**src/rtl/cswe_pkg.sv**
```systemverilog
// Shared types and constants for the cubic spline window evaluator.
// Holds the transfer payload structs, the queued job record and the sequencer states.
// No dependencies.
`default_nettype none

package cswe_pkg;

  localparam int COORD_W   = 32;
  localparam int SEG_W     = 7;
  localparam int T_W       = 16;
  localparam int WGT_W     = 17;
  localparam int CFG_IDX_W = 1;

  localparam logic [CFG_IDX_W-1:0] CFG_CURVE_MODE = 1'd0;
  localparam logic [CFG_IDX_W-1:0] CFG_SEGMENTS   = 1'd1;

  localparam logic [SEG_W-1:0] SEGMENTS_RESET = 7'd16;

  // Reciprocal of six for an exact divide of values below 2^21.
  localparam logic [19:0] RECIP_SIX   = 20'd699051;
  localparam int          RECIP_SHIFT = 22;

  typedef logic signed [COORD_W-1:0] coord_t;

  typedef struct packed {
    coord_t pt_x;
    coord_t pt_y;
    coord_t pt_z;
    logic   first_point;
  } pt_item_t;

  typedef struct packed {
    coord_t out_x;
    coord_t out_y;
    coord_t out_z;
    logic   last_of_run;
  } cv_item_t;

  typedef struct packed {
    coord_t [3:0] x;
    coord_t [3:0] y;
    coord_t [3:0] z;
  } win_pts_t;

  typedef struct packed {
    win_pts_t         pts;
    logic             mode;
    logic [SEG_W-1:0] segs;
  } job_t;

  typedef enum logic [1:0] {
    GEN_IDLE,
    GEN_DIV,
    GEN_RUN
  } gen_state_t;

endpackage

`default_nettype wire

```
**src/rtl/cswe_job_fifo.sv**
```systemverilog
// Two-entry job queue between the front end and the curve back end.
// Depends on cswe_pkg.
`default_nettype none

module cswe_job_fifo (
  input  wire                 clk,
  input  wire                 rst,
  input  wire                 push,
  input  wire cswe_pkg::job_t push_data,
  output logic                full,
  input  wire                 pop,
  output cswe_pkg::job_t      pop_data,
  output logic                empty
);
  import cswe_pkg::*;

  localparam int DEPTH = 2;
  localparam int PTR_W = $clog2(DEPTH);

  job_t             mem [DEPTH];
  logic [PTR_W-1:0] wp;
  logic [PTR_W-1:0] rp;
  logic [PTR_W:0]   cnt;

  assign full     = (cnt == (PTR_W+1)'(DEPTH));
  assign empty    = (cnt == '0);
  assign pop_data = mem[rp];

  always_ff @(posedge clk) begin
    if (rst) begin
      wp  <= '0;
      rp  <= '0;
      cnt <= '0;
    end else begin
      if (push) begin
        wp <= wp + PTR_W'(1);
      end
      if (pop) begin
        rp <= rp + PTR_W'(1);
      end
      if (push && !pop) begin
        cnt <= cnt + (PTR_W+1)'(1);
      end else if (pop && !push) begin
        cnt <= cnt - (PTR_W+1)'(1);
      end
    end
  end

  always_ff @(posedge clk) begin
    if (push) begin
      mem[wp] <= push_data;
    end
  end

endmodule

`default_nettype wire

```
**config.mk**
```make
export PLATFORM = sky130hd
export DESIGN_NAME = cswe_job_fifo
export DESIGN_NICKNAME = d
export VERILOG_FILES = /design/src/rtl/cswe_pkg.sv /design/src/rtl/cswe_job_fifo.sv
export SDC_FILE = /design/constraint.sdc
export NUM_CORES = 1
export LEC_CHECK = 0
export BUFFER_PORTS_ARGS = -buffer_cell sky130_fd_sc_hd__buf_4
export CELL_PAD_IN_SITES_DETAIL_PLACEMENT = 1
export CELL_PAD_IN_SITES_GLOBAL_PLACEMENT = 1
export CORE_AREA = 4 4 303 305
export DETAILED_ROUTE_END_ITERATION = 6
export DIE_AREA = 0 0 307 309
export PLACE_DENSITY_LB_ADDON = 0.25
export SLEW_MARGIN = 15
export SYNTH_ARGS = -nofsm -noshare
export SYNTH_HDL_FRONTEND = slang
export SYNTH_SLANG_ARGS = --single-unit
export TNS_END_PERCENT = 100
```
**constraint.sdc**
```tcl
create_clock -name clk -period 37.9 [get_ports clk]
set_input_delay 7.58 -clock clk [delete_from_list [all_inputs] [get_ports clk]]
set_output_delay 7.58 -clock clk [all_outputs]
set_load 0.02 [all_outputs]
```
# Yosys cells after proc, flatten, opt, wreduce, memory -nomap -nowiden
# Memories as Yosys holds them, arrays and structs flattened. A register that Yosys moved wholly into a read port is not among the register bits.
# Cells that the tools add are included.
[word_totals]
ff_bits = 4
ramBits = 784
inputBits = 396
out_inout_bits = 394
mem_count = 1
[mem_list]
columns = ["name", "depth", "word_bits", "rd", "rd_ports_with_merged_regs", "wr", "line_no", "source"]
rows = [
  ["mem", 2, 392, 1, 1, 1, "cswe_job_fifo.sv:20", "job_t mem [DEPTH];"],
]
[classes]
n_addsub = 4
eq_ne = 1
muxes = 6
reduce_logical = 6
[op_table]
columns = ["cell", "n"]
rows = [
  ["$mux 1", 4],
  ["$mux 2", 2],
  ["$add 1x1->1 const B", 2],
  ["$add 2x1->2 const B", 1],
  ["$eq 2x2->1 const B", 1],
  ["$logic_and 1x1->1", 2],
  ["$logic_not 1->1", 2],
  ["$logic_not 2->1", 1],
  ["$reduce_bool 2->1", 1],
  ["$sub 2x1->2 const B", 1],
]

# Depth between registers and ports, before layout
# Gate-level depths: netlist of the first run.
[depth]
depth_word = 4
depth_mapped = 5

# Worst setup path before layout of the first run
# No wires, ideal clock.
[synth_path]
path_kind = "input-to-reg"
startpoint = "in push"
endpoint = "mem mem[0][0] (netlist bit) (enable)"
arrival_ps = 24405
required_ps = 36698
path_slack_ps = 12293
stages = 1
path_buffers = 0
path_cell_list = "nor2b_1"
[synth_via]
elab_chain_len = 2
[synth_rtl]
columns = ["element", "line_no", "source"]
rows = [
  ["start: declaration", "cswe_job_fifo.sv:8", "input wire push,"],
  ["$mux 1", "cswe_job_fifo.sv:50", "if (push) begin"],
  ["$mux 1 (implied by the code)", "cswe_job_fifo.sv:51", "mem[wp] <= push_data;"],
  ["end: declaration", "cswe_job_fifo.sv:20", ""],
]
# No other way between the ends.

==> reports/metrics.cfg, run 1 <==
[run]
drv_cap = 0

[final_layout]
finalNetCount = 2487
final-seq-area_um2 = 23600
drive_above_1_share_pct = 60.6
nFillCells = 8545
area_growth_syn_to_layout_pct = 30.8
multiInputGateArea_um2 = 5950

[clock_tree]
clkLatencyLatePin_ps = 630
cts_root_buf = clkbuf_16
post-cts-setup-buffer-count = 0
tritoncts = built
htree_levels = 3
cts_inserted_buffers = 86
numClockSinks = 789
cts.path.max_buffers = 3
postCtsResizedCells = 0
ctsHoldBuffers = 0
clk_pin_slew_ps = 60

[route]
vias = 14972
vias_per_cell = 4.46
drt-initial-drc-count = 847
remaining_drc_errors = 0
drt-pass1-iter-count = 4
ant_nets = 0
routedWlPerCell_um = 23.4
wl_um = 78400

[critical_path]
cp_common_cell = buf_4
cp-end-kind = primary output
path_max_fanout = 55
crit_slowest_cell = dfxtp_4
start_kind = flip-flop
slowest_delay_ps = 970
critPathRequiredTime_ps = 30320
crit_arrival_ps = 4840
crit_type = reg2out
path_cells = buf_4 -> buf_4 -> buf_4 -> mux2_4 -> buf_4

[yosys]
syn_area_um2 = 30400
synth_cells = 1242
yosysUniqueCellTypes = 17
synth_warnings = 0
seq_area_frac_synth_pct = 77.7
yosys_register_bits = 789
syn_avg_cell_area_um2 = 24.5
synth_nets = 1639
synth_top_cell_by_area = edfxtp_1
synth_top_area_share_pct = 77.3
synthTopCellsByArea = edfxtp_1 (77%), mux2_4 (19%), buf_12 (2.8%)

[floorplan]
ios = 790
start_util_pct = 34.1
core_um2 = 89300
num_rows = 110
die_x_um = 307
dieHeight_um = 309
die_area_um2 = 94900

[global_routing]
grt_util_met2_pct = 28.2
grt_max_degree = 165
groute.layer.met3.usage_pct = 6.96
grt_antenna_before_repair = 17
gr-total-overflow = 0
grt_pass1_vias = 16367
met1_usage_pct = 16.1
top_usage_layer = met2
groute.usage.overall_pct = 15.7
grt_pass1_wl_um = 109000

[timing]
rsz0062_at_grt = false
period_minus_slack_ps = 12420
fin_setup_tns_ps = 0
worst_pin_slew_ps = 1080
final-hold-violation-count = 0
fmax_mhz = 80.5
slew_violations = 0
finalCritPeriodShare_pct = 32.8
skew_ps = 16.1
setup_viol = 0
slew-limit-headroom_pct = 28.2

[pwr]
p_total_uw = 2140
p_leak_uw = 0.0155
powerDensity_nw_per_um2 = 53.6
vdd_drop_max_v = 0.0000413

[placed_design]
port_buffers = 789
dp_hpwl_um = 56500
gp_congestion = 0.830

[min_path]
hp-class = reg2reg

[run_status]
status = completed

-- routing by layer --
| metal | wire length (um) | vias to the layer above |
|---|---|---|
| met4 | 2310 | 6 |
| met1 | 26400 | 7549 |
| li1 | - | 6693 |
| met5 | 45 | - |
| met3 | 7990 | 134 |
| met2 | 41600 | 590 |
-- state kept, by name (all words and copies together) (netlist names), named ones only --
signal	count
cnt	2
mem	784
rp	1
wp	1
-- report_power, final --
| part | leakage, uW | switching [uW] | internal, uW |
|---|---|---|---|
| Combinational | 0.00683 | 165 | 159 |
| Sequential | 0.00740 | 17.3 | 1020 |
| Clock | 0.00128 | 332 | 443 |
-- through the flow --
stage | instances | worst slack, ps | util (%) | area (um^2) | hold slack [ps]
after floorplan | 1242 | 12290 | - | 30400 | 461
after CTS | 3338 | 25380 | 44.5 | 39800 | 522
final | 3354 | 25480 | 44.6 | 39800 | 518
after global placement | 3177 | 26200 | 41.6 | 37100 | 482
after detailed placement | 3177 | 26130 | 41.6 | 37100 | 509
after global routing | 3350 | 25240 | 44.6 | 39800 | 559
-- cells in the mapped netlist, drive strengths merged --
cell type	number
a21oi	1
and2	1
buf	44
dfxtp	5
edfxtp	784
ha	1
inv	1
mux2	392
nor2	5
nor2b	2
o21ai	1
or3	1
xnor2	2
xor2	2
-- cell families after synthesis --
family	Yosys count	synth area share [%]
xor+xnor	4	0.115
compound gates	2	0.0328
buf+inv	45	2.83
flops	789	77.7
fa+ha+maj	1	0.0411
simple gates	9	0.144
mux	392	19.2
-- worst paths after layout --
kind	from	endpoint	slack, ps	cells past startpoint
hold reg to reg	cnt[1]$_SDFFE_PP0P_	cnt[1]$_SDFFE_PP0P_	520	2
setup reg to reg	wp$_SDFFE_PP0P_	mem[1][134]$_DFFE_PP_	33890	5
hold / removal	cnt[1]$_SDFFE_PP0P_	cnt[1]$_SDFFE_PP0P_	520	2
setup / recovery	flip-flop	pop_data[13]	25480	5
-- worst max-delay path, delay by kind of cell, from the launching register on --
kind | cells | cell delay (ps)
buf+inv | 4 | 2650
mux | 1 | 360
flops | 1 | 970
-- final cells by class --
cell class	count	area share (%)
Clock inverter	46	0.820
Clock buffer	115	5.78
Tap cell	1176	3.69
Multi-Input combinational cell	408	14.9
Antenna cell	15	0.0942
Timing Repair Buffer	804	15.3
Sequential cell	789	59.4
Inverter	1	0.00942
-- cell usage in the layout, fill, tap and decap left out, types with 2 or more instances in the layout --
cell type	instances
clkbuf_16	87
xnor2_1	2
mux2_2	12
nor2_1	5
buf_12	3
clkinv_8	4
clkbuf_1	26
buf_4	800
bufinv_16	2
clkinv_2	11
mux2_4	380
diode_2	15
clkbuf_8	2
xor2_1	2
dfxtp_1	4
edfxtp_1	784
clkinv_1	24
(Power assumes the default switching activity.)
==> run 2, diff against run 1 <==
--- a/config.mk
+++ b/config.mk
@@ -8,9 +8,9 @@
 export BUFFER_PORTS_ARGS = -buffer_cell sky130_fd_sc_hd__buf_4
 export CELL_PAD_IN_SITES_DETAIL_PLACEMENT = 1
 export CELL_PAD_IN_SITES_GLOBAL_PLACEMENT = 1
-export CORE_AREA = 4 4 303 305
+export CORE_AREA = 4 4 307 309
 export DETAILED_ROUTE_END_ITERATION = 6
-export DIE_AREA = 0 0 307 309
+export DIE_AREA = 0 0 311 313
 export PLACE_DENSITY_LB_ADDON = 0.25
 export SLEW_MARGIN = 15
 export SYNTH_ARGS = -nofsm -noshare
==> constraint.sdc (replaced) <==
create_clock -name clk -period 12.8 [get_ports clk]
set_input_delay 2.56 -clock clk [delete_from_list [all_inputs] [get_ports clk]]
set_output_delay 2.56 -clock clk [all_outputs]
set_load 0.02 [all_outputs]
==> reports/metrics.cfg, run 2 (synthesis results as in run 1) <==
[run_status]
status = completed

[critical_path]
cp-end-kind = primary output
start_kind = flip-flop
path_max_fanout = 118
crit_type = reg2out
crit_arrival_ps = 3940
critPathRequiredTime_ps = 10240
reg2reg_depth = 3

[timing]
whs_ps = 520
slew_violations = 0
fmax_mhz = 154
finalCritPeriodShare_pct = 50.7
rsz0062_at_grt = false
worst_pin_slew_ps = 1180
fin_setup_tns_ps = 0
setup_viol = 0
period_minus_slack_ps = 6500
skew_ps = 25.0
slew-limit-headroom_pct = 21.2
final-hold-violation-count = 0

[clock_tree]
clkLatencyLatePin_ps = 640
tritoncts = built
post-cts-setup-buffer-count = 0
htree_levels = 3
cts_root_buf = clkbuf_16
clk_pin_slew_ps = 60
ctsHoldBuffers = 0
cts.path.max_buffers = 3
postCtsResizedCells = 0
cts_inserted_buffers = 87
numClockSinks = 789

[route]
ant_nets = 0
remaining_drc_errors = 0
drt-pass1-iter-count = 4
vias_per_cell = 4.45
vias = 14959
drt-initial-drc-count = 929
routedWlPerCell_um = 23.4
wl_um = 78600

[final_layout]
nFillCells = 8781
finalNetCount = 2485
fin_util_pct = 43.8
area_growth_syn_to_layout_pct = 31.6
drive_above_1_share_pct = 61.2
largestRegisters = mem x784, cnt x2
final_common_cell = buf_4
top_register = mem
largest_register_ffs = 784
final_cell_mix = buf_4 (796), edfxtp_1 (784), mux2_4 (380)
final_area_um2 = 40100

[floorplan]
die_area_um2 = 97300
dieHeight_um = 313
num_rows = 111
ios = 790
die_x_um = 311
core_um2 = 91400
start_util_pct = 33.3

[min_path]
hp-class = reg2reg
min_path_cells = 2

[global_routing]
grt_antenna_before_repair = 17
gr-total-overflow = 0
grt_pass1_wl_um = 112000
groute.usage.overall_pct = 15.6
grt_max_degree = 171
grt_pass1_vias = 16767

[placed_design]
place_area_um2 = 37200
gp_congestion = 0.775
port_buffers = 789
dp_hpwl_um = 55000

[pwr]
p_total_uw = 6540
powerDensity_nw_per_um2 = 163
vdd_drop_max_v = 0.000104
p_leak_uw = 0.0156

[run]
drv_cap = 0

-- run 2: cell types whose count changed in the layout (fill, tap and decap cells not counted), moves of 4 or more --
| cell | delta |
|---|---|
| clkinv_1 | -9 |
| bufinv_16 | +7 |
| clkbuf_1 | -6 |
| clkbuf_16 | +5 |
| buf_4 | -4 |
| clkinv_2 | +4 |
-- run 2: cell type report --
| class | instances | area [um^2] | share of cell area (%) |
|---|---|---|---|
| inverters | 1 | 3.75 | 0.00937 |
| clock inverters | 50 | 500 | 1.25 |
| multi-input cells | 408 | 5950 | 14.9 |
| repair buffers | 801 | 6080 | 15.2 |
| well taps | 1186 | 1480 | 3.70 |
| diodes | 12 | 30.0 | 0.0749 |
| clock buffers | 112 | 2380 | 5.93 |
| flip-flops and latches | 789 | 23600 | 59.0 |
-- run 2: where the power goes --
part / switching [uW] / internal (uW) / leakage, uW
registers: 47.7 / 3020 / 0.00740
logic: 493 / 470 / 0.00682
clock network: 1010 / 1500 / 0.00140
total: 1550 / 4990 / 0.0156
-- run 2: metal layers --
layer / vias to the layer above / routed length (um) / GRT usage (%)
met3: 124 / 9060 / 7.98
met4: 10 / 2320 / 5.74
met1: 7533 / 27000 / 16.2
li1: 6679 / - / -
met2: 613 / 40100 / 27.1
met5: - / 69 / 0
-- run 2: final timing paths --
| path | start | end | slack (ps) |
|---|---|---|---|
| worst max-delay path | flip-flop | pop_data[388] | 6300 |
| worst min-delay path | rp$_SDFFE_PP0P_ | flip-flop | 520 |
| worst max register to register | wp$_SDFFE_PP0P_ | mem[1][67]$_DFFE_PP_ | 9340 |
| worst min register to register | rp$_SDFFE_PP0P_ | flip-flop | 520 |
-- run 2: critical path, stage by stage (launching register included) --
cell and delay (ps):
dfxtp_4 890, buf_4 860, buf_12 640, mux2_2 420
buf_4 160
-- run 2: through the flow --
| stage | setup WS [ps] | std cells |
|---|---|---|
| CTS | 6240 | 3347 |
| finish | 6300 | 3359 |
| detailed placement | 6950 | 3185 |
| global placement | 6990 | 3185 |
| global route | 6120 | 3354 |
| floorplan | 680 | 1242 |
