**src/rtl/cswe_pkg.sv**
```systemverilog
// Shared types and constants for the cubic spline window evaluator.
// Holds the transfer payload structs, the queued job record and the sequencer states.
// No dependencies.
`default_nettype none

package cswe_pkg;

  localparam int COORD_W   = 32;
  localparam int SEG_W     = 7;
  localparam int T_W       = 16;
  localparam int WGT_W     = 17;
  localparam int CFG_IDX_W = 1;

  localparam logic [CFG_IDX_W-1:0] CFG_CURVE_MODE = 1'd0;
  localparam logic [CFG_IDX_W-1:0] CFG_SEGMENTS   = 1'd1;

  localparam logic [SEG_W-1:0] SEGMENTS_RESET = 7'd16;

  // Reciprocal of six for an exact divide of values below 2^21.
  localparam logic [19:0] RECIP_SIX   = 20'd699051;
  localparam int          RECIP_SHIFT = 22;

  typedef logic signed [COORD_W-1:0] coord_t;

  typedef struct packed {
    coord_t pt_x;
    coord_t pt_y;
    coord_t pt_z;
    logic   first_point;
  } pt_item_t;

  typedef struct packed {
    coord_t out_x;
    coord_t out_y;
    coord_t out_z;
    logic   last_of_run;
  } cv_item_t;

  typedef struct packed {
    coord_t [3:0] x;
    coord_t [3:0] y;
    coord_t [3:0] z;
  } win_pts_t;

  typedef struct packed {
    win_pts_t         pts;
    logic             mode;
    logic [SEG_W-1:0] segs;
  } job_t;

  typedef enum logic [1:0] {
    GEN_IDLE,
    GEN_DIV,
    GEN_RUN
  } gen_state_t;

endpackage

`default_nettype wire

```
**src/rtl/cswe_front.sv**
```systemverilog
// Front end: takes point transfers, keeps the last three points of the section
// and queues one job per closed four-point window when at least two segments are set. Depends on cswe_pkg.
`default_nettype none

module cswe_front #(
  parameter int MAX_SEGMENTS = 64
) (
  input  wire                       clk,
  input  wire                       rst,
  input  wire                       pt_valid,
  output logic                      pt_stall,
  input  wire cswe_pkg::pt_item_t   pt_data,
  input  wire                       curve_mode,
  input  wire [cswe_pkg::SEG_W-1:0] segments,
  input  wire                       job_full,
  output logic                      job_push,
  output cswe_pkg::job_t            job_data
);
  import cswe_pkg::*;

  localparam logic [SEG_W-1:0] SEG_MAX = SEG_W'(MAX_SEGMENTS);

  coord_t     wx [3];
  coord_t     wy [3];
  coord_t     wz [3];
  logic [1:0] held;
  logic [1:0] held_eff;
  logic       accept;
  logic [SEG_W-1:0] seg_eff;

  assign pt_stall = job_full;
  assign accept   = pt_valid && !job_full;
  assign held_eff = pt_data.first_point ? 2'd0 : held;
  assign seg_eff  = (segments > SEG_MAX) ? SEG_MAX : segments;
  assign job_push = accept && (held_eff == 2'd3) && (seg_eff >= SEG_W'(2));

  always_comb begin
    job_data.pts.x = {pt_data.pt_x, wx[2], wx[1], wx[0]};
    job_data.pts.y = {pt_data.pt_y, wy[2], wy[1], wy[0]};
    job_data.pts.z = {pt_data.pt_z, wz[2], wz[1], wz[0]};
    job_data.mode  = curve_mode;
    job_data.segs  = seg_eff;
  end

  always_ff @(posedge clk) begin
    if (rst) begin
      held <= 2'd0;
    end else if (accept) begin
      if (held_eff == 2'd3) begin
        held <= 2'd3;
      end else begin
        held <= held_eff + 2'd1;
      end
    end
  end

  always_ff @(posedge clk) begin
    if (accept) begin
      if (held_eff == 2'd3) begin
        wx[0] <= wx[1];
        wy[0] <= wy[1];
        wz[0] <= wz[1];
        wx[1] <= wx[2];
        wy[1] <= wy[2];
        wz[1] <= wz[2];
        wx[2] <= pt_data.pt_x;
        wy[2] <= pt_data.pt_y;
        wz[2] <= pt_data.pt_z;
      end else begin
        wx[held_eff] <= pt_data.pt_x;
        wy[held_eff] <= pt_data.pt_y;
        wz[held_eff] <= pt_data.pt_z;
      end
    end
  end

endmodule

`default_nettype wire

```
**config.mk**
```make
export PLATFORM = sky130hd
export DESIGN_NAME = cswe_front
export DESIGN_NICKNAME = d
export VERILOG_FILES = /design/src/rtl/cswe_pkg.sv /design/src/rtl/cswe_front.sv
export SDC_FILE = /design/constraint.sdc
export NUM_CORES = 1
export LEC_CHECK = 0
export BUFFER_PORTS_ARGS = -buffer_cell sky130_fd_sc_hd__buf_2
export CAP_MARGIN = 40
export CORE_AREA = 2 2 198 200
export CTS_CLUSTER_DIAMETER = 40
export DETAILED_ROUTE_END_ITERATION = 8
export DIE_AREA = 0 0 200 202
export PLACE_DENSITY = 0.56
export SYNTH_ARGS = -nofsm -noshare
export SYNTH_HDL_FRONTEND = slang
export SYNTH_SLANG_ARGS = --single-unit
```
**constraint.sdc**
```tcl
create_clock -name clk -period 4.2 [get_ports clk]
set_input_delay 0.21 -clock clk [delete_from_list [all_inputs] [get_ports clk]]
set_output_delay 0.21 -clock clk [all_outputs]
set_load 0.05 [all_outputs]
```
Word-level counts from Yosys, hierarchy flattened --
Memory sizes are Yosys's and may differ from the RTL's. Cells that the tools add are included.
Operators by class: add/subtract/negate cells 1, multipliers 0, divide/modulo/power cells 0, order comparisons 2, eq/ne operators 1, shift operators 0, multiplexer cells 18, bitwise operators 0, reduce and logical (&&, ||, !) cells 7
Operator list (number):
- $mux W32 | 3
- $reduce_or A32 Y1 | 3
- $mux W2 | 5
- $mux W1 | 9
- $ge A7 B2 Y1 const B | 1
- $gt A7 B7 Y1 const B | 1
- $mux W7 | 1
- $logic_and A1 B1 Y1 | 3
- $add A2 B1 Y2 const B | 1
- $eq A2 B2 Y1 const B | 1
- $logic_not A1 Y1 | 1
Storage, ports and cells: register bits after elaboration 2, bits in latches 0, RAM bits 288, ROM bits 0, input port bits 109, output and inout port bits 394, logic and storage cells 33, memories 3
Memories:
- wx | words 3, width 32, rd ports 3, clocked after Yosys merged registers in 0, wr ports 3, line cswe_front.sv:23 | coord_t wx [3];
- wy | words 3, width 32, rd ports 3, clocked after Yosys merged registers in 0, wr ports 3, line cswe_front.sv:24 | coord_t wy [3];
- wz | words 3, width 32, rd ports 3, clocked after Yosys merged registers in 0, wr ports 3, line cswe_front.sv:25 | coord_t wz [3];

Depth between registers and ports, before layout --
Gate-level depths: netlist of the first run.
depth in word-level cells 7, mapped depth 6, mapped depth without buffers 3

Worst setup path before layout of the first run --
No wires, ideal clock.
path type input port to flip-flop, start point input port pt_valid, end point memory wx[2][0] (netlist name), enable pin, setup time 0.466 ns, data arrival time 2.813 ns, data required time 3.734 ns, path slack 0.921 ns, cell stages on the path 2, path buffers 0, cell sequence nor2b_1 -> and3b_1
RTL lines:
- start, declared | line cswe_front.sv:10 | input wire pt_valid,
- end, declared | line cswe_front.sv:23

Final worst setup path of the first run --
start point register held[0], end point output port job_push
On the way: longest elaborated chain between the ends 4
Ends and longest elaborated chain:
- start, declared | line cswe_front.sv:26 | logic [1:0] held;
- start signal, assigned | line cswe_front.sv:52 | held <= held_eff + 2'd1;
- $mux W2 | line cswe_front.sv:33 | assign held_eff = pt_data.first_point ? 2'd0 : held;
- $eq A2 B2 Y1 | line cswe_front.sv:35 | assign job_push = accept && (held_eff == 2'd3) && (seg_eff >= SEG_W'(2));
- $logic_and A1 B1 Y1 (2 in a row) | line cswe_front.sv:35
- end, declared | line cswe_front.sv:16 | output logic job_push,
No other way between the ends.

==> results of run 1 <==
## routing by layer
metal | GRT usage (%) | part of all wire, % | vias up
li1 | - | - | 3378
met1 | 18.5 | 39 | 3643
met2 | 26.3 | 50 | 329
met3 | 5.46 | 8.1 | 50
met4 | 4.89 | 2.2 | 0
met5 | 0 | 0 | -
## critical path, cell delays in order, from the launching register on
cell and delay, ns:
dfxtp_1 0.40, and4bb_4 0.27, buf_4 0.59, o311a_1 0.27, buf_2 0.25
## cell usage in the layout (no fill, tap or decap), types with 2 or more instances in the layout
cell / count
clkbuf_1: 10
clkinvlp_4: 2
edfxtp_1: 288
dfxtp_1: 2
inv_6: 2
inv_8: 3
buf_4: 5
bufinv_16: 7
buf_2: 500
mux2_2: 163
clkinv_4: 4
nor2_1: 2
nor2b_1: 7
clkinv_1: 3
mux2_4: 29
clkinv_2: 3
dlygate4sd3_1: 97
buf_12: 4
clkbuf_16: 45
## power by group through the flow
stage	combinational (mW)	clock, mW	sequential, mW
detailed placement	0.772	0	3.33
finish	0.836	3.74	3.27
CTS	0.842	3.84	3.27
floorplan	0.397	0	3.53
global placement	0.764	0	3.33
global route	0.879	3.96	3.27
## worst paths after layout
kind / end / slack [ns] / cells past startpoint
min: held[0] / 0.15 / 4
max: job_push / 1.66 / 4
min reg2reg: wy[0][26] / 0.56 / 1
max reg2reg: wx[1][23] / 2.11 / 4
## sequential cells by signal, summed over array words and instances (netlist names)
name,flops
held,2
wx,96
wy,96
wz,96
## stage by stage
step	instances	worst slack, ns	power, mW	hold slack [ns]	util (%)
final	1707	1.66	7.85	0.148	44.2
after global routing	1707	1.50	8.12	0.130	44.2
after CTS	1707	1.55	7.96	0.105	44.2
after detailed placement	1530	2.06	4.10	0.420	37.7
after global placement	1529	1.94	4.09	0.420	37.6
after floorplan	622	0.921	3.92	0.309	-
## logic make-up (layout without fill, tap and decap cells)
kind of cell / after synthesis / after routing / share of synthesized area, %
flip-flops: 290 / 290 / 72.4
AO/OA/AOI/OAI: 5 / 5 / 0.344
AND/OR/NAND/NOR: 13 / 13 / 0.782
buffers and inverters: 121 / 688 / 7.42
multiplexers: 192 / 192 / 18.9
XOR/XNOR: 1 / 1 / 0.0730
## area by class of cell
class                      count  area (um2)  area share (%)
tap                          518         648            3.83
clock buffer                  56        1180            6.96
sequential                   290        8690            51.4
clock inverter                24         338            2.00
timing repair buffer         607        3620            21.4
inverter                       1        3.75          0.0222
multi-input combinational    211        2440            14.4
==> run summary, run 1 <==
Final WL: 32,500 um
PD cells: 464 nW/um2
Final Max Tran Viols: 0
Placer congestion estimate: 0.762
Most used DFF post-synth: edfxtp_1
Post-synth EDFFs: 288
Syn_nets: 731
Post-synthesis average cell area: 19.3 um2
Final setup violation count: 0
DIE HEIGHT: 202 um
Switch Pwr: 1.92 mW
Part of the Yosys area used for sequential elements: 72.4%
Pin count of the biggest net entering global routing: 52
IO Count: 503
Hold Buf Count CTS: 97
Unrepaired setup endpoints after global routing: no
Comb power frac: 10.7%
Row count: 72
Top-count cell post-synth: edfxtp_1
Total Routing Usage GR: 15.6%
Initial Utilization: 31.3%
Via count: 7,400
DPL Wire Length: 21,600 um
Layout cells sized above 1: 65.1%
CTS tree: done
First-pass GRT wire length: 47,100 um
Die width: 200 um
Core area: 38,300 um2
Vias in the first global route: 7,603
Critical Path RT: 3.99 ns
Hold path startpoint: job_full
Worst Clk Skew: 0.0125 ns
Design area: 16,900 um2
Vias per cell: 4.34
Worst-Skew Late Latency: 0.54 ns
IO Port Bufs: 500
Number of synthesized register bits: 290
Initial antenna violation count: 1
CP arrival: 2.33 ns
Status: finished clean
DRT iter0 DRCs: 251
Root Buffer: clkbuf_16
Hold Vio Cnt, Final: 0
Sequential power share: 41.7%
Postcts setup bufs: 0
Asr flop ratio synth: 0%
Mapped cell area: 12,000 um2
Filler Cell Count: 3,433
Fmax: 393 MHz
Synth Warn #: 0
Clock power share: 47.7%
DRC: 0
H-tree depth: 2
Worst rel slew slack: 46.9%
Syn Inst Count: 622
CTS Buf Count: 44
Sum Neg Setup Slack: 0 ns
1st-pass router iterations: 4
Routed len/inst: 19.0 um
Post-layout net count: 1,264
Global route total overflow: 0
Start point of the critical path: held[0]
Critical path type: reg2out
P_leak: 6.72 nW
Max VDD drop: 0.000251 V
Post-CTS resize count: 0
Die ar.: 40,400 um2
Post-DP Area: 14,400 um2
Worst slew pin tran: 0.797 ns
Startpoint types: register
Reg clk slew, reported paths: 0.05 ns
Launching point of the worst reg2reg path: held[0]
Diode count: 0
Critical Path Sink Type: primary output
Int Pwr: 5.93 mW
Clock buffer depth: 3
CP Max Fanout: 51
Count of different cell masters after synthesis: 21
Synth top area share: 72.1%
Clock tree sinks: 290
Tcrit/Tclk final: 60.6%
P&R area growth vs syn: 41.0%
Synth area leader: edfxtp_1
Top cells by count, synth: 288 x edfxtp_1, 163 x mux2_2, 102 x buf_4
Min cycle time layout: 2.54 ns
Sw frac: 24.5%
Post-route ant nets: 0
HP Class: in2reg
Top post-synthesis cells by area: edfxtp_1 72%, mux2_2 15%, buf_4 6.4%, mux2_4 3.6%, buf_2 0.50%
Max cap viols: 0
Note: power is estimated with default switching activity, not from simulation.
==> inputs of run 2 (changes only) <==
--- a/config.mk
+++ b/config.mk
@@ -5,13 +5,14 @@
 export SDC_FILE = /design/constraint.sdc
 export NUM_CORES = 1
 export LEC_CHECK = 0
+export ABC_AREA = 1
 export BUFFER_PORTS_ARGS = -buffer_cell sky130_fd_sc_hd__buf_2
 export CAP_MARGIN = 40
-export CORE_AREA = 2 2 198 200
+export CORE_AREA = 2 2 193 195
 export CTS_CLUSTER_DIAMETER = 40
 export DETAILED_ROUTE_END_ITERATION = 8
-export DIE_AREA = 0 0 200 202
-export PLACE_DENSITY = 0.56
+export DIE_AREA = 0 0 195 197
+export PLACE_DENSITY = 0.6
 export SYNTH_ARGS = -nofsm -noshare
 export SYNTH_HDL_FRONTEND = slang
 export SYNTH_SLANG_ARGS = --single-unit
==> constraint.sdc (replaced) <==
create_clock -name clk -period 2.41 [get_ports clk]
set_input_delay 0.1205 -clock clk [delete_from_list [all_inputs] [get_ports clk]]
set_output_delay 0.1205 -clock clk [all_outputs]
set_load 0.05 [all_outputs]
==> run summary, run 2 <==
Status: finished clean
Reg clk slew, reported paths: 0.05 ns
Vias in the first global route: 9,893
Asr flop ratio synth: 0%
Most used DFF post-synth: edfxtp_1
Syn Inst Count: 1,069
CP Max Fanout: 5
Cells after DPL: 1,900
Fmax: 500 MHz
Layout cells sized above 1: 37.4%
Met1 Usage GRT: 24.7%
H-tree depth: 2
Critical path type: reg2out
Startpoint types: register
Min cycle time layout: 2.00 ns
Global route total overflow: 0
Max VDD drop: 0.000451 V
Syn_nets: 1,178
Worst rel slew slack: 52.9%
Critical Path Sink Type: primary output
Hold Vio Cnt, Final: 0
Placer congestion estimate: 0.839
IO Count: 503
IO Port Bufs: 500
CTS tree: done
Biggest regs: wx: 96 flops, wy: 96 flops, wz: 96 flops
Worst-path cell chain: nand4_1 -> nor2_1 -> buf_2
Top-count cell post-synth: nand2_1
CTS Buf Count: 43
Top post-synthesis cells by area: edfxtp_1 70%, nand2_1 12%, nand3_1 7.9%, buf_4 6.0%, buf_2 1.2%
Final worst slack: 0.409 ns
Vias per cell: 4.79
Number of synthesized register bits: 290
Count of different cell masters after synthesis: 18
Post-synthesis average cell area: 11.5 um2
Tcrit/Tclk final: 83.0%
P&R area growth vs syn: 39.1%
Max cap viols: 0
Pin count of the biggest net entering global routing: 107
1st-pass router iterations: 5
Post-layout net count: 1,683
Mapped cell area: 12,300 um2
Most frequent cells in the layout: 500 x buf_2, 387 x nand2_1, 288 x edfxtp_1
Commonest non-fill, non-tap cell in the layout: buf_2
Initial Utilization: 33.9%
Die width: 195 um
Synth Warn #: 0
CP arrival: 1.88 ns
GR met3 Demand/Resource: 4.62%
Total Routing Usage GR: 20.2%
Die ar.: 38,400 um2
Sum Neg Setup Slack: 0 ns
Synth area leader: edfxtp_1
Final setup violation count: 0
Global routing's busiest layer: met2
Root Buffer: clkbuf_16
P_leak: 7.61 nW
Part of the Yosys area used for sequential elements: 70.6%
Final Max Tran Viols: 0
Final std cells w/o fill: 2,076
HP Class: in2reg
PD cells: 786 nW/um2
Worst slew pin tran: 0.705 ns
Row count: 70
Postcts setup bufs: 0
Clock tree sinks: 290
Via count: 9,952
Hold_ws: 0.0397 ns
Synth top area share: 70.3%
Diode count: 0
Max incr delay on CP: 0.47 ns
Post-route ant nets: 0
Post-synth EDFFs: 288
Clock buffer depth: 3
Routed len/inst: 19.3 um
DRT iter0 DRCs: 541
Cell with the largest stage delay on the worst path: dfxtp_1
Core area: 36,300 um2
Unrepaired setup endpoints after global routing: no
Tot Pwr: 13.5 mW
Worst Clk Skew: 0.0116 ns
DRC: 0
Critical Path RT: 2.29 ns
DPL Wire Length: 24,900 um
DIE HEIGHT: 197 um
Worst-Skew Late Latency: 0.53 ns
Initial antenna violation count: 1
Final WL: 40,200 um
First-pass GRT wire length: 59,400 um
Top cells by count, synth: 388 x nand2_1, 288 x edfxtp_1, 195 x nand3_1
M2 GR Usage: 34.9%
Setup WS pre-CTS: 0.567 ns
==> run 2: worst paths after layout <==
kind / startpoint / endpoint / slack, ns / depth (start not counted)
worst max-delay path: held[1] / job_push / 0.41 / 3
worst min-delay path: pt_valid / held[0] / 0.04 / 4
worst max register to register: held[1] / wz[2][3] / 0.60 / 3
worst min register to register: wy[1][5] / wy[0][5] / 0.53 / 2
==> run 2: power by group <==
group | internal, mW | total, mW | switching [mW]
clock network | 3.72 | 6.10 | 2.38
logic | 0.405 | 1.65 | 1.24
registers | 5.67 | 5.71 | 0.0421
==> run 2: area by class of cell <==
type                       count  area (um2)
tap                          468         586
clock buffer                  47        1110
inverter                      11        45.0
clock inverter                32         300
timing repair buffer         620        3780
multi-input combinational    608        2610
sequential                   290        8690
fill                        3289       19100
==> run 2: layer usage <==
layer  wire length [um]  share of wire [%]
met5                  0                  0
met4               1310                3.3
met3               3290                8.2
met2              19900                 50
met1              15700                 39
==> run 2: logic make-up (layout without fill, tap and decap cells) <==
group           after synthesis  in the layout  share of synthesized area [%]
flops                       290            290                           70.6
compound gates                9              9                          0.417
simple gates                599            599                           20.5
buf+inv                     171            710                           8.50
==> run 2: worst max-delay path, delay by kind of cell, from the launching register on <==
| kind | cells | cell delay, ns |
|---|---|---|
| buffers and inverters | 1 | 0.34 |
| and+or+nand+nor | 2 | 0.54 |
| DFF | 1 | 0.47 |
==> run 2: per-stage QoR <==
| step | cell area, um2 | utilization (%) |
|---|---|---|
| after floorplan | 12300 | - |
| after global placement | 14700 | 40.6 |
| after detailed placement | 14700 | 40.6 |
| after CTS | 17100 | 47.2 |
| after global routing | 17100 | 47.2 |
| final | 17100 | 47.2 |
==> run 2: what timing repair did <==
| item | CTS | global route |
|---|---|---|
| setup endpoints to repair | 0 | 0 |
| hold buffers | 97 | 0 |
| endpoints found under the hold margin | 290 | 0 |
| gates resized for setup | 0 | 0 |
==> inputs of run 3 (changes only) <==
==> config.mk (replaced) <==
export PLATFORM = sky130hd
export DESIGN_NAME = cswe_front
export DESIGN_NICKNAME = d
export VERILOG_FILES = /design/src/rtl/cswe_pkg.sv /design/src/rtl/cswe_front.sv
export SDC_FILE = /design/constraint.sdc
export NUM_CORES = 1
export LEC_CHECK = 0
export ABC_AREA = 0
export BUFFER_PORTS_ARGS = -buffer_cell sky130_fd_sc_hd__buf_2
export CAP_MARGIN = 40
export CORE_AREA = 2 2 198 200
export CTS_CLUSTER_DIAMETER = 40
export DETAILED_ROUTE_END_ITERATION = 8
export DIE_AREA = 0 0 200 202
export PLACE_DENSITY = 0.56
export SYNTH_ARGS = -nofsm -noshare
export SYNTH_HDL_FRONTEND = slang
export SYNTH_SLANG_ARGS = --single-unit
==> constraint.sdc (replaced) <==
create_clock -name clk -period 1.9 [get_ports clk]
set_input_delay 0.095 -clock clk [delete_from_list [all_inputs] [get_ports clk]]
set_output_delay 0.095 -clock clk [all_outputs]
set_load 0.05 [all_outputs]
==> run summary, run 3 (synthesis gave the netlist of run 1 again) <==
Status: finished clean
HP Class: in2reg
Final worst slack: 0.112 ns
Routed len/inst: 19.2 um
Critical Path Sink Type: register
Setup WS pre-CTS: 0.142 ns
Worst-Skew Late Latency: 0.55 ns
Critical Path RT: 2.19 ns
DPL Wire Length: 21,800 um
Launching point of the worst reg2reg path: held[0]
Commonest non-fill, non-tap cell in the layout: buf_2
Hold EP: held[1]
Sum Neg Setup Slack: 0 ns
Reg clk slew, reported paths: 0.05 ns
Row count: 72
PD cells: 1040 nW/um2
Die ar.: 40,400 um2
DRT iter0 DRCs: 312
Diode count: 0
Core area: 38,300 um2
Worst slew pin tran: 0.363 ns
Initial Utilization: 31.3%
CTS Buf Count: 46
Layout cells sized above 1: 66.3%
CP Max Fanout: 18
Clock power share: 49.7%
DIE HEIGHT: 202 um
Reg2Reg Setup Slack: 0.11 ns
Worst Clk Skew: 0.0115 ns
CTS tree: done
Die width: 200 um
CP arrival: 2.08 ns
Min cycle time layout: 1.79 ns
Biggest regs: wx: 96 flops, wy: 96 flops, wz: 96 flops
Tcrit/Tclk final: 94.1%
Switch Pwr: 4.51 mW
Sw frac: 24.9%
P&R area growth vs syn: 45.2%
Final setup violation count: 0
Clock tree sinks: 290
Root Buffer: clkbuf_16
Final WL: 33,300 um
Max cap viols: 0
Post-layout net count: 1,285
R2R depth: 5
Final std cells w/o fill: 1,731
First-pass GRT wire length: 47,600 um
Total Routing Usage GR: 15.7%
Design area: 17,400 um2
IO Port Bufs: 500
Max VDD drop: 0.000800 V
Startpoint types: register
Vias per cell: 4.35
Worst rel slew slack: 75.8%
Fmax: 559 MHz
P_leak: 6.95 nW
Int Pwr: 13.6 mW
Post-DP Area: 14,700 um2
Vias in the first global route: 7,712
Final Util: 45.5%
Initial antenna violation count: 1
IO Count: 503
Post-route ant nets: 0
Hold path startpoint: pt_valid
Worst Hold Depth: 4
Filler Cell Count: 3,391
Cells after DPL: 1,544
Final Max Tran Viols: 0
Global route total overflow: 0
Most frequent cells in the layout: 499 x buf_2, 288 x edfxtp_1, 163 x mux2_2
R2R Path End: wx[1][19]
Sequential power share: 39.8%
Critical path type: reg2reg
Clock buffer depth: 3
Via count: 7,528
Unrepaired setup endpoints after global routing: no
1st-pass router iterations: 4
Placer congestion estimate: 0.757
DRC: 0
Pin count of the biggest net entering global routing: 55
H-tree depth: 2
Comb power frac: 10.5%
Hold Vio Cnt, Final: 0
-- run 3: changes by cell type in the layout (fill, tap and decap cells not counted), sizes merged, moves of 8 or more --
cell and change:
inv -10, mux2 +192, nand2 -390, nand3 -195, nor2 -8, nor2b +8
-- run 3: metrics by stage --
step | power [mW] | hold slack, ns
2_1_floorplan | 8.67 | 0.194
3_3_place_gp | 9.08 | 0.190
3_5_place_dp | 9.09 | 0.190
4_1_cts | 18.3 | 0.0341
5_1_grt | 18.7 | 0.0769
6_report | 18.1 | 0.0804
-- run 3: power groups by stage --
stage | sequential (mW) | combinational (mW) | clock, mW
2_1_floorplan | 7.79 | 0.881 | 0
3_5_place_dp | 7.35 | 1.75 | 0
3_3_place_gp | 7.35 | 1.74 | 0
5_1_grt | 7.23 | 1.99 | 9.48
4_1_cts | 7.22 | 1.91 | 9.22
6_report | 7.22 | 1.90 | 9.01
-- run 3: worst max path at each step --
stage	from	end	slack, ns	cells past startpoint
2_1_floorplan	held[0]	wy[1][10]	-0.67	6
3_3_place_gp	held[0]	wx[1][10]	0.15	5
3_5_place_dp	held[0]	wx[1][14]	0.14	5
4_1_cts	held[0]	job_push	0.02	4
5_1_grt	held[0]	job_push	0.02	4
6_report	held[0]	wx[1][19]	0.11	5
-- run 3: area by class of cell --
class | count | area (um2) | area share (%)
clock buffer | 53 | 1240 | 7.13
clock inverter | 32 | 442 | 2.54
inverter | 1 | 3.75 | 0.0215
multi-input combinational | 211 | 2440 | 14.0
sequential | 290 | 8690 | 49.9
tap | 518 | 648 | 3.72
timing repair buffer | 626 | 3960 | 22.7
-- run 3: critical path, stage by stage, from the launching register on --
cell and delay, ns:
dfxtp_2 0.32, and4bb_4 0.28, nor2b_4 0.22, buf_12 0.17, buf_12 0.17, mux2_2 0.35
-- run 3: metal layers --
metal / up-vias / track usage (%) / routed length (um)
met2: 345 / 26.6 / 16600
met3: 63 / 4.61 / 2550
met5: - / 0 / 0
met1: 3689 / 18.6 / 13200
li1: 3431 / - / -
met4: 0 / 6.48 / 941
-- run 3: timing repair --
action | CTS | global route
resized for setup | 2 | 0
cloned | 2 | 1
hold endpoints to repair | 290 | 0
endpoints found under the setup margin | 1 | 1
pin swaps | 1 | 0
buffers inserted | 1 | 1
hold buffers | 97 | 0
